==> src/plst_pkg.sv <==
`timescale 1ns / 1ps
// ----------------------------------------------------------------------------
// plst_pkg: shared types and constants for the positional list store
// Sizes, command codes and the structs that run between the sequencer,
// the entry memory and the top level.
// ----------------------------------------------------------------------------
package plst_pkg;

    localparam int CAPACITY = 16;
    localparam int DATA_W   = 32;
    localparam int CMD_W    = 2;
    localparam int POS_W    = 4;
    localparam int LEN_W    = 5;

    localparam int IDX_W    = $clog2(CAPACITY);
    localparam int CNT_W    = $clog2(CAPACITY + 1);
    // width that holds both a position and a count for comparisons
    localparam int CMP_W    = (CNT_W > POS_W) ? CNT_W : POS_W;

    localparam logic [CNT_W-1:0] CAP_CNT = CNT_W'(CAPACITY);

    typedef logic signed [DATA_W-1:0] data_t;
    typedef logic [IDX_W-1:0]         idx_t;
    typedef logic [CNT_W-1:0]         cnt_t;

    typedef enum logic [CMD_W-1:0] {
        OP_INSERT = 2'd0,
        OP_DELETE = 2'd1,
        OP_UPDATE = 2'd2,
        OP_READ   = 2'd3
    } cmd_t;

    // memory access request, one read and one write port
    typedef struct packed {
        logic  rd_en;
        idx_t  rd_addr;
        logic  wr_en;
        idx_t  wr_addr;
        data_t wr_data;
    } mem_req_t;

    // finished result word handed to the output register
    typedef struct packed {
        logic             status;
        data_t            read_value;
        logic [LEN_W-1:0] length;
    } res_t;

endpackage

==> src/positional_list_store_core.sv <==
`timescale 1ns / 1ps
// ----------------------------------------------------------------------------
// positional_list_store_core: dense list with insert/delete at a position
// Steps after s accept: read and rejected words go straight to the result,
//   update writes the entry, insert moves k entries and then writes the new
//   one, delete moves k entries; k is at most CAPACITY-1, each move a
//   registered read then a write. s_ready is high only in idle, so a
//   new word waits until the last has gone to the output register.
// Reset: aresetn (sync, active low) empties the list and drops m_valid;
//   entry contents are not cleared.
// ----------------------------------------------------------------------------
module positional_list_store_core (
    input  logic                            aclk,
    input  logic                            aresetn,
    input  logic                            s_valid,
    output logic                            s_ready,
    input  logic [plst_pkg::CMD_W-1:0]      s_cmd,
    input  logic [plst_pkg::POS_W-1:0]      s_position,
    input  logic signed [plst_pkg::DATA_W-1:0] s_value,
    output logic                            m_valid,
    input  logic                            m_ready,
    output logic                            m_status,
    output logic signed [plst_pkg::DATA_W-1:0] m_read_value,
    output logic [plst_pkg::LEN_W-1:0]      m_length
);
    import plst_pkg::*;

    mem_req_t mem_req;
    data_t    mem_rd_data;
    logic     res_valid;
    logic     res_ready;
    res_t     res;

    // output word register
    logic     m_valid_reg, m_valid_next;
    res_t     out_reg;

    // sequencer: checks the command, then shifts entries one move at a time
    plst_ctrl u_ctrl (
        .aclk        (aclk),
        .aresetn     (aresetn),
        .s_valid     (s_valid),
        .s_ready     (s_ready),
        .s_cmd       (s_cmd),
        .s_position  (s_position),
        .s_value     (s_value),
        .mem_req     (mem_req),
        .mem_rd_data (mem_rd_data),
        .res_valid   (res_valid),
        .res_ready   (res_ready),
        .res         (res)
    );

    // entry storage, read data registered
    plst_mem u_mem (
        .aclk    (aclk),
        .req     (mem_req),
        .rd_data (mem_rd_data)
    );

    // a finished word moves into the output register when it is empty or
    // being drained this cycle, so the sequencer returns to idle while the
    // previous word may still wait for m_ready
    assign res_ready = !m_valid_reg || m_ready;

    always_comb begin
        m_valid_next = m_valid_reg;
        if (m_valid_reg && m_ready) begin
            m_valid_next = 1'b0;
        end
        if (res_valid && res_ready) begin
            m_valid_next = 1'b1;
        end
    end

    always_ff @(posedge aclk) begin
        if (!aresetn) begin
            m_valid_reg <= 1'b0;
        end else begin
            m_valid_reg <= m_valid_next;
        end
    end

    always_ff @(posedge aclk) begin
        if (res_valid && res_ready) begin
            out_reg <= res;
        end
    end

    assign m_valid      = m_valid_reg;
    assign m_status     = out_reg.status;
    assign m_read_value = out_reg.read_value;
    assign m_length     = out_reg.length;

endmodule

==> src/plst_mem.sv <==
`timescale 1ns / 1ps
// ----------------------------------------------------------------------------
// plst_mem: entry storage
// One write port and one read port with registered read data. The read
// data holds until the next read.
// ----------------------------------------------------------------------------
module plst_mem (
    input  logic               aclk,
    input  plst_pkg::mem_req_t req,
    output plst_pkg::data_t    rd_data
);
    import plst_pkg::*;

    data_t mem [CAPACITY];
    data_t rd_data_reg;

    always_ff @(posedge aclk) begin
        if (req.wr_en) begin
            mem[req.wr_addr] <= req.wr_data;
        end
        if (req.rd_en) begin
            rd_data_reg <= mem[req.rd_addr];
        end
    end

    assign rd_data = rd_data_reg;

endmodule

==> src/plst_ctrl.sv <==
`timescale 1ns / 1ps
// ----------------------------------------------------------------------------
// plst_ctrl: command sequencer
// Checks each command against the length, then walks the entries one move
// at a time through a shared index step unit (+1 or -1 and a compare).
// ----------------------------------------------------------------------------
module plst_ctrl (
    input  logic                          aclk,
    input  logic                          aresetn,
    input  logic                          s_valid,
    output logic                          s_ready,
    input  logic [plst_pkg::CMD_W-1:0]    s_cmd,
    input  logic [plst_pkg::POS_W-1:0]    s_position,
    input  plst_pkg::data_t               s_value,
    output plst_pkg::mem_req_t            mem_req,
    input  plst_pkg::data_t               mem_rd_data,
    output logic                          res_valid,
    input  logic                          res_ready,
    output plst_pkg::res_t                res
);
    import plst_pkg::*;

    typedef enum logic [5:0] {
        ST_IDLE    = 6'b000001,
        ST_EXEC    = 6'b000010,
        ST_MOVE_RD = 6'b000100,
        ST_MOVE_WR = 6'b001000,
        ST_WRITE   = 6'b010000,
        ST_RESULT  = 6'b100000
    } state_t;

    state_t            state_reg, state_next;
    cmd_t              op_reg, op_next;
    logic [POS_W-1:0]  pos_reg, pos_next;
    data_t             word_reg, word_next;
    cnt_t              count_reg, count_next;
    idx_t              idx_reg, idx_next;
    idx_t              limit_reg, limit_next;
    logic              reject_reg, reject_next;

    logic [CMP_W-1:0]  pos_c, cnt_c;
    logic              ins_ok, in_range;
    idx_t              pos_idx, cnt_idx, last_idx;
    cnt_t              cnt_m1;
    idx_t              step_idx;

    // range checks on the latched command
    assign pos_c    = CMP_W'(pos_reg);
    assign cnt_c    = CMP_W'(count_reg);
    assign ins_ok   = (count_reg < CAP_CNT) && (pos_c <= cnt_c);
    assign in_range = pos_c < cnt_c;
    assign pos_idx  = IDX_W'(pos_reg);
    assign cnt_idx  = count_reg[IDX_W-1:0];
    assign cnt_m1   = count_reg - CNT_W'(1);
    assign last_idx = cnt_m1[IDX_W-1:0];

    // shared step unit: delete walks up, insert walks down
    assign step_idx = (op_reg == OP_DELETE) ? idx_reg + IDX_W'(1) : idx_reg - IDX_W'(1);

    always_comb begin
        state_next  = state_reg;
        op_next     = op_reg;
        pos_next    = pos_reg;
        word_next   = word_reg;
        count_next  = count_reg;
        idx_next    = idx_reg;
        limit_next  = limit_reg;
        reject_next = reject_reg;
        mem_req     = '0;
        s_ready     = 1'b0;
        res_valid   = 1'b0;

        case (state_reg)
            ST_IDLE: begin
                s_ready = 1'b1;
                if (s_valid) begin
                    op_next    = cmd_t'(s_cmd);
                    pos_next   = s_position;
                    word_next  = s_value;
                    state_next = ST_EXEC;
                end
            end
            ST_EXEC: begin
                reject_next = 1'b1;
                state_next  = ST_RESULT;
                case (op_reg)
                    OP_INSERT: begin
                        if (ins_ok) begin
                            reject_next = 1'b0;
                            idx_next    = cnt_idx;
                            limit_next  = pos_idx;
                            state_next  = (cnt_idx != pos_idx) ? ST_MOVE_RD : ST_WRITE;
                        end
                    end
                    OP_DELETE: begin
                        if (in_range) begin
                            reject_next = 1'b0;
                            idx_next    = pos_idx;
                            limit_next  = last_idx;
                            if (pos_idx != last_idx) begin
                                state_next = ST_MOVE_RD;
                            end else begin
                                count_next = cnt_m1;
                            end
                        end
                    end
                    OP_UPDATE: begin
                        if (in_range) begin
                            reject_next = 1'b0;
                            state_next  = ST_WRITE;
                        end
                    end
                    default: begin
                        if (in_range) begin
                            reject_next     = 1'b0;
                            mem_req.rd_en   = 1'b1;
                            mem_req.rd_addr = pos_idx;
                        end
                    end
                endcase
            end
            ST_MOVE_RD: begin
                mem_req.rd_en   = 1'b1;
                mem_req.rd_addr = step_idx;
                state_next      = ST_MOVE_WR;
            end
            ST_MOVE_WR: begin
                mem_req.wr_en   = 1'b1;
                mem_req.wr_addr = idx_reg;
                mem_req.wr_data = mem_rd_data;
                idx_next        = step_idx;
                if (step_idx != limit_reg) begin
                    state_next = ST_MOVE_RD;
                end else if (op_reg == OP_DELETE) begin
                    count_next = cnt_m1;
                    state_next = ST_RESULT;
                end else begin
                    state_next = ST_WRITE;
                end
            end
            ST_WRITE: begin
                mem_req.wr_en   = 1'b1;
                mem_req.wr_addr = pos_idx;
                mem_req.wr_data = word_reg;
                if (op_reg == OP_INSERT) begin
                    count_next = count_reg + CNT_W'(1);
                end
                state_next = ST_RESULT;
            end
            ST_RESULT: begin
                res_valid = 1'b1;
                if (res_ready) begin
                    state_next = ST_IDLE;
                end
            end
            default: begin
                state_next = ST_IDLE;
            end
        endcase
    end

    assign res.status     = reject_reg;
    assign res.read_value = (op_reg == OP_READ && !reject_reg) ? mem_rd_data : '0;
    assign res.length     = LEN_W'(count_reg);

    always_ff @(posedge aclk) begin
        if (!aresetn) begin
            state_reg <= ST_IDLE;
            count_reg <= '0;
        end else begin
            state_reg <= state_next;
            count_reg <= count_next;
        end
    end

    always_ff @(posedge aclk) begin
        op_reg     <= op_next;
        pos_reg    <= pos_next;
        word_reg   <= word_next;
        idx_reg    <= idx_next;
        limit_reg  <= limit_next;
        reject_reg <= reject_next;
    end

    a_count_bound: assert property (@(posedge aclk) disable iff (!aresetn)
        count_reg <= CAP_CNT)
        else $error("list length above capacity");

    a_wr_in_list: assert property (@(posedge aclk) disable iff (!aresetn)
        mem_req.wr_en |-> CMP_W'(mem_req.wr_addr) <= CMP_W'(count_reg))
        else $error("write beyond end of list");

    a_rd_in_list: assert property (@(posedge aclk) disable iff (!aresetn)
        mem_req.rd_en |-> CMP_W'(mem_req.rd_addr) < CMP_W'(count_reg))
        else $error("read of an entry outside the list");

    a_count_change: assert property (@(posedge aclk) disable iff (!aresetn)
        ($past(aresetn) && count_reg != $past(count_reg)) |->
            ($past(state_reg) == ST_EXEC || $past(state_reg) == ST_MOVE_WR ||
             $past(state_reg) == ST_WRITE))
        else $error("length changed outside a commit step");

endmodule
==> config.mk <==
export PLATFORM = sky130hd
export DESIGN_NAME = positional_list_store_core
export DESIGN_NICKNAME = d
export VERILOG_FILES = /design/src/plst_pkg.sv /design/src/positional_list_store_core.sv /design/src/plst_mem.sv /design/src/plst_ctrl.sv
export SDC_FILE = /design/constraint.sdc
export NUM_CORES = 1
export LEC_CHECK = 0
export ABC_AREA = 1
export BUFFER_PORTS_ARGS = -buffer_cell sky130_fd_sc_hd__clkbuf_2
export CELL_PAD_IN_SITES_DETAIL_PLACEMENT = 1
export CELL_PAD_IN_SITES_GLOBAL_PLACEMENT = 1
export CORE_MARGIN = 2
export CORE_UTILIZATION = 50
export DETAILED_ROUTE_END_ITERATION = 10
export PLACE_DENSITY_LB_ADDON = 0.1
export SKIP_LAST_GASP = 1
export SLEW_MARGIN = 10
export SYNTH_ARGS = -nofsm -noshare
export SYNTH_HDL_FRONTEND = slang
export SYNTH_SLANG_ARGS = --single-unit
==> constraint.sdc <==
create_clock -name aclk -period 9.4 [get_ports aclk]
set_input_delay 1.88 -clock aclk [delete_from_list [all_inputs] [get_ports aclk]]
set_output_delay 1.88 -clock aclk [all_outputs]
set_load 0.02 [all_outputs]
After elaboration in Yosys (flattened, before gate mapping):

Memory sizes are Yosys's and may differ from the RTL's. A register that Yosys moved wholly into a read port is not among the register bits.
Cells that the tools add are included.

* div/mod/pow operators: 0
* add/subtract/negate cells: 4
* shift-type cells: 0
* multipliers: 0
* magnitude comparators: 3
* multiplexer cells: 39
* reductions and logical operators: 18
* equality and inequality tests: 25
* bitwise gates (word level): 0

Operator list (count)
* $pmux 37 s2: 1
* $mux 6: 8
* $mux 5: 9
* $pmux 6 s6: 1
* $pmux 4 s2: 3
* $mux 4: 5
* $pmux 6 s3: 1
* $pmux 5 s3: 1
* $ne 2x1->1 const B: 6
* $ne 4x4->1: 3
* $pmux 5 s2: 1
* $mux 1: 9
* $ne 2x2->1 const B: 4
* $reduce_and 4->1: 2
* $reduce_and 7->1: 1
* $eq 6x1->1 const B: 1
* $eq 6x2->1 const B: 1
* $eq 6x3->1 const B: 1
* $eq 6x4->1 const B: 1
* $eq 6x5->1 const B: 1
* $eq 6x6->1 const B: 1
* $ne 3x2->1 const B: 2
* $reduce_bool 2->1: 3
* $add 5x1->5 const B: 1
* 16 further kinds: 22

* memory bits (writable): 512
* register bits after elaboration: 97
* output and inout port bits: 40
* memories kept: 1
* logic and storage cells: 102
* bits of input ports: 42
* bits in read-only memories: 0
* bits in latches: 0

Memory list
* u_mem.mem: depth 16, width 32, read ports 1, clocked after Yosys merged registers in 1, wr ports 1, RTL line plst_mem.sv:14 `data_t mem [CAPACITY];`

Logic depth before layout (Yosys ltp):

* depth after elaboration: 6
* depth in mapped cells: 18
* mapped depth without buffers: 15

Modules after synthesis:

Synthesis repeated with hierarchy kept, for this count alone.

* cells, all modules: 2610
* area total of the unflattened synthesis: 27776.6 µm²

By module, submodules not included
* plst_mem: area each 23050.9 µm², seq. area each 16335.7 µm², times used 1, cells each 2120
* plst_ctrl: area each 3533.4 µm², seq. area each 1631.6 µm², times used 1, cells each 445
* positional_list_store_core: area each 1192.4 µm², seq. area each 1161.1 µm², times used 1, cells each 45

Worst setup path before layout:

Ideal clock, no wire load.

* path type: input port to flip-flop
* start: input port m_ready
* end: register out_reg, in the netlist m_length[0], enable pin
* library setup time: 0.434 ns
* path buffers: 0
* arrival: 3.533 ns
* setup slack: 5.434 ns
* data required time: 8.966 ns
* stages on the path: 2
* path through: nor2_1 -> nor2_1

* cells in the longest elaborated chain, start to end: 2

RTL lines
* start: declaration: RTL line positional_list_store_core.sv:21 `input logic m_ready,`
* $logic_or 1x1->1: RTL line positional_list_store_core.sv:64 `assign res_ready = !m_valid_reg || m_ready;`
* $logic_and 1x1->1: RTL line positional_list_store_core.sv:85 `if (res_valid && res_ready) begin`
* end signal: assignment: RTL line positional_list_store_core.sv:86 `out_reg <= res;`
* end: declaration: RTL line positional_list_store_core.sv:36 `res_t out_reg;`

No other way between the ends.
A chain may end at the register's enable or synchronous reset.

Worst setup path in the final report:

* start: register u_ctrl.count_reg[3], in the netlist u_ctrl.cnt_c[3]
* end: register u_mem.rd_data_reg[16], in the netlist u_mem.rd_data[16], read port of u_mem.mem, data pin

* cells in the longest elaborated chain, start to end: 4

RTL lines
* start: declaration: RTL line plst_ctrl.sv:36 `cnt_t count_reg, count_next;`
* start signal: assignment: RTL line plst_ctrl.sv:172 `count_reg <= count_next;`
* $lt 4x5->1: RTL line plst_ctrl.sv:51 `assign in_range = pos_c < cnt_c;`
* $mux 5: RTL line plst_ctrl.sv:114 `if (in_range) begin`
* $mux 5: RTL line plst_ctrl.sv:86 `case (op_reg)`
* $pmux 5 s2: RTL line plst_ctrl.sv:73 `case (state_reg)`
* end: declaration: RTL line plst_mem.sv:15 `data_t rd_data_reg;`

No other way between the ends.

==> metrics.csv <==
stage;metric;value;unit
final_layout;fin_nets;2685;
floorplanning;design.portCount;82;
sta;setup_repair_after_global_routing_missed_its_margin;no;
floorplanning;initial_standard_cell_utilization_of_the_core;50.3;%
route;count_of_nets_left_with_antenna_violations_after_detail_routing;0;
clock_network;cts_num_sinks;641;
final_layout;largest_reg_flops;512;
setup_path;critical_path.endpoint_type;register;
logic_synthesis;syn-num-nets;2611;
clock_network;tritoncts;done;
place;routabilityCongestion;0.840;
floorplanning;placementRows;86;
global_route;grt.overflow.total;0;
sta;timing.clock.skew;15.3;ps
logic_synthesis;post_synth_main_area_contributors;edfxtp_1, nand3_1, nand2_1;
global_route;maximum_number_of_pins_on_one_net_before_global_route_repair;101;
global_route;total_routing_resource_utilization_after_global_routing;28.9;%
route;wirelength;80900;um
final_layout;final-seq-area;19100;um2
place;hpwlAfterDp;41900;um
sta;tightest_slew;1210;ps
floorplanning;dieArea;57100;um2
clock_network;cts_post_setup_buffers_inserted;0;
logic_synthesis;ys.warnings.count;0;
setup_path;startpoint_type;register;
sta;post-route-min-period;4550;ps
final_layout;layout.filler_cells;5784;
sta;setup-tns-final;0;ps
clock_network;clk_pin_slew_worst_paths;60;ps
clock_network;h-tree-depth;3;
sta;timing.final.setup_violations;0;
flow_run;max_cap_viol_count;0;
final_layout;post_route_cells_drive_above_1_share;10.0;%
global_route;grt_first_pass_wirelength;123000;um
final_layout;total_area_of_multi_input_combinational_cells;6620;um2
setup_path;timing.critical_path.max_delay_family;buffers and inverters;
setup_path;crit_path_cell_trace;inv_1 -> ha_1 -> inv_1 -> nor2_1 -> nand2_1 -> nand2_1 -> nor2_4 -> nand3_4 -> buf_4 -> buf_4 -> nand3_1 -> nand3_1 -> nand3_1 -> nand3_1 -> nand2_1;
global_route;antenna_found_initial;0;
logic_synthesis;synthDominantCellAreaShare;68.4;%
route;vias;19300;
logic_synthesis;synthDominantAreaCellType;edfxtp_1;
setup_path;worst_path_most_repeated_cell;nand3_1;
clock_network;cts-hold-fix-buffers;0;
logic_synthesis;ys_seq_area_share;69.3;%
clock_network;clk_latency;610;ps
setup_path;startpoint_to_endpoint_class_of_the_critical_path;register to register;
floorplanning;die-width;239;um
route;drt-vias-per-instance;5.68;
setup_path;worst_path_max_delay_cell;buf_4;
logic_synthesis;synthDistinctLibCells;34;
setup_path;worstPathRequired;9760;ps
route;drt_pre_antenna_iters;5;
setup_path;cp_data_arrival_time;4900;ps
clock_network;clockRootBuffer;clkbuf_16;
route;dr.first_iter.drc_count;1701;
route;drc;0;
pwr;fin_total_pwr;5.84;mW
pwr;static-leakage-power;12.3;nW
logic_synthesis;postSynthRegisterBits;641;
pwr;ir_worst_vdd;0.135;mV
sta;max_slew_margin;19.4;%
clock_network;cts-root-to-sink-buffers;3;
sta;final-max-slew-violation-count;0;
final_layout;layout-area-overhead-vs-synth;12.1;%
setup_path;crit_fanout;100;
floorplanning;core-area;54900;um2
route;route.detailed.wl_per_inst;23.9;um
logic_synthesis;synth.avg_cell_area;10.8;um2
sta;finalHoldViolations;0;
sta;final_worst_path_period_share;48.4;%
clock_network;post_cts_resized;0;
logic_synthesis;syn-cell-area;27600;um2
setup_path;critical-path-max-stage-delay;990;ps
status;status;completed;
worst_hold_path;worstHoldPathType;register to register;
final_layout;largest_register;u_mem.mem;
sta;fmaxAchievable;220;MHz
final_layout;antenna_cells_inserted;0;
floorplanning;die_height;239;um
setup_path;critical_path.n_buffers_inverters;4;
logic_synthesis;syn-instance-count;2560;
global_route;grt_pass1_vias;20400;
place;port-buffer-count;81;
clock_network;cts-buffers-inserted;71;
pwr;power_density_normalized_to_cell_area;189;nW/um2
[per-stage QoR]
| step | std cells | setup slack, ps | cell area, um2 | util [%] | hold slack [ps] |
|---|---|---|---|---|---|
| floorplan | 2560 | 5430 | 27600 | - | 403 |
| global placement | 3265 | 5120 | 28800 | 52.5 | 459 |
| detailed placement | 3265 | 4990 | 28800 | 52.5 | 446 |
| CTS | 3388 | 4920 | 30900 | 56.4 | 460 |
| global route | 3388 | 4570 | 30900 | 56.4 | 480 |
| finish | 3388 | 4850 | 30900 | 56.4 | 458 |
[placed cells by master, fill, tap and decap left out, drive strengths merged, types with 12 or more instances in the layout]
| cell type | synthesis | routed |
|---|---|---|
| nor2 | 81 | 81 |
| nand2 | 654 | 654 |
| o21ai | 47 | 47 |
| clkinv | 1 | 25 |
| nand3 | 604 | 604 |
| dfxtp | 12 | 12 |
| buf | 117 | 66 |
| inv | 336 | 337 |
| clkbuf | 29 | 174 |
| edfxtp | 629 | 629 |
[per-layer routing]
layer	wire length, um	up-vias	global-route usage, %
met5	0	-	0
met4	2330	0	9.62
met3	4530	151	4.12
met2	40000	569	50.1
met1	34000	9763	37.4
li1	-	8771	-
[cell type report]
type | count | area share, %
flip-flops and latches | 641 | 61.8
clock buffers | 93 | 6.21
repair buffers | 147 | 2.91
clock inverters | 30 | 0.740
inverters | 337 | 4.10
multi-input cells | 1436 | 21.4
well taps | 704 | 2.85
[worst register-to-register path: stages, from the launching register on]
cell     delay, ps
dfxtp_1        490
inv_1          170
ha_1           350
inv_1           50
nor2_1         150
nand2_1        130
nand2_1        120
nor2_4          70
nand3_4        100
buf_4          840
buf_4         1080
nand3_1        280
nand3_1        190
nand3_1        110
nand3_1        120
nand2_1         60
[cell usage after synthesis, drive strengths merged]
cell type / count
nand3: 604
nand4: 6
xor2: 7
nand2: 654
edfxtp: 629
nor4: 1
buf: 117
clkbuf: 29
fa: 1
o211ai: 3
clkinv: 1
o32ai: 1
nor2: 81
o22ai: 4
o21bai: 1
o21ai: 47
or2: 4
nor3: 1
a211oi: 1
dfxtp: 12
xnor2: 1
a21oi: 9
a31oi: 2
ha: 8
inv: 336
[cells by family (layout without fill, tap and decap cells)]
family	count (synthesis)	in the layout	share of synthesized area, %
buffers and inverters	483	607	7.45
xor gates and xnor gates	8	8	0.254
and+or+nand+nor	1351	1351	21.3
AOI/OAI and AO/OA	68	68	1.32
adders and majority gates	9	9	0.435
DFF	641	641	69.3
[path summary, 6_finish.rpt]
kind	cells after the start	start	slack [ps]	to
max	15	u_ctrl.cnt_c[3]	4850	u_mem.rd_data[16]
min	0	u_ctrl.reject_reg	460	m_status
max reg2reg	15	u_ctrl.cnt_c[3]	4850	u_mem.rd_data[16]
min reg2reg	0	u_ctrl.reject_reg	460	m_status
[power breakdown]
group	switching, mW	internal, mW	total [mW]	leakage (nW)
Sequential	0.00819	3.12	3.13	5.51
Combinational	0.0599	0.0246	0.0845	5.75
Clock	1.11	1.52	2.63	1.04
Total	1.18	4.66	5.84	12.3
Power figures use the tool's default switching activity.
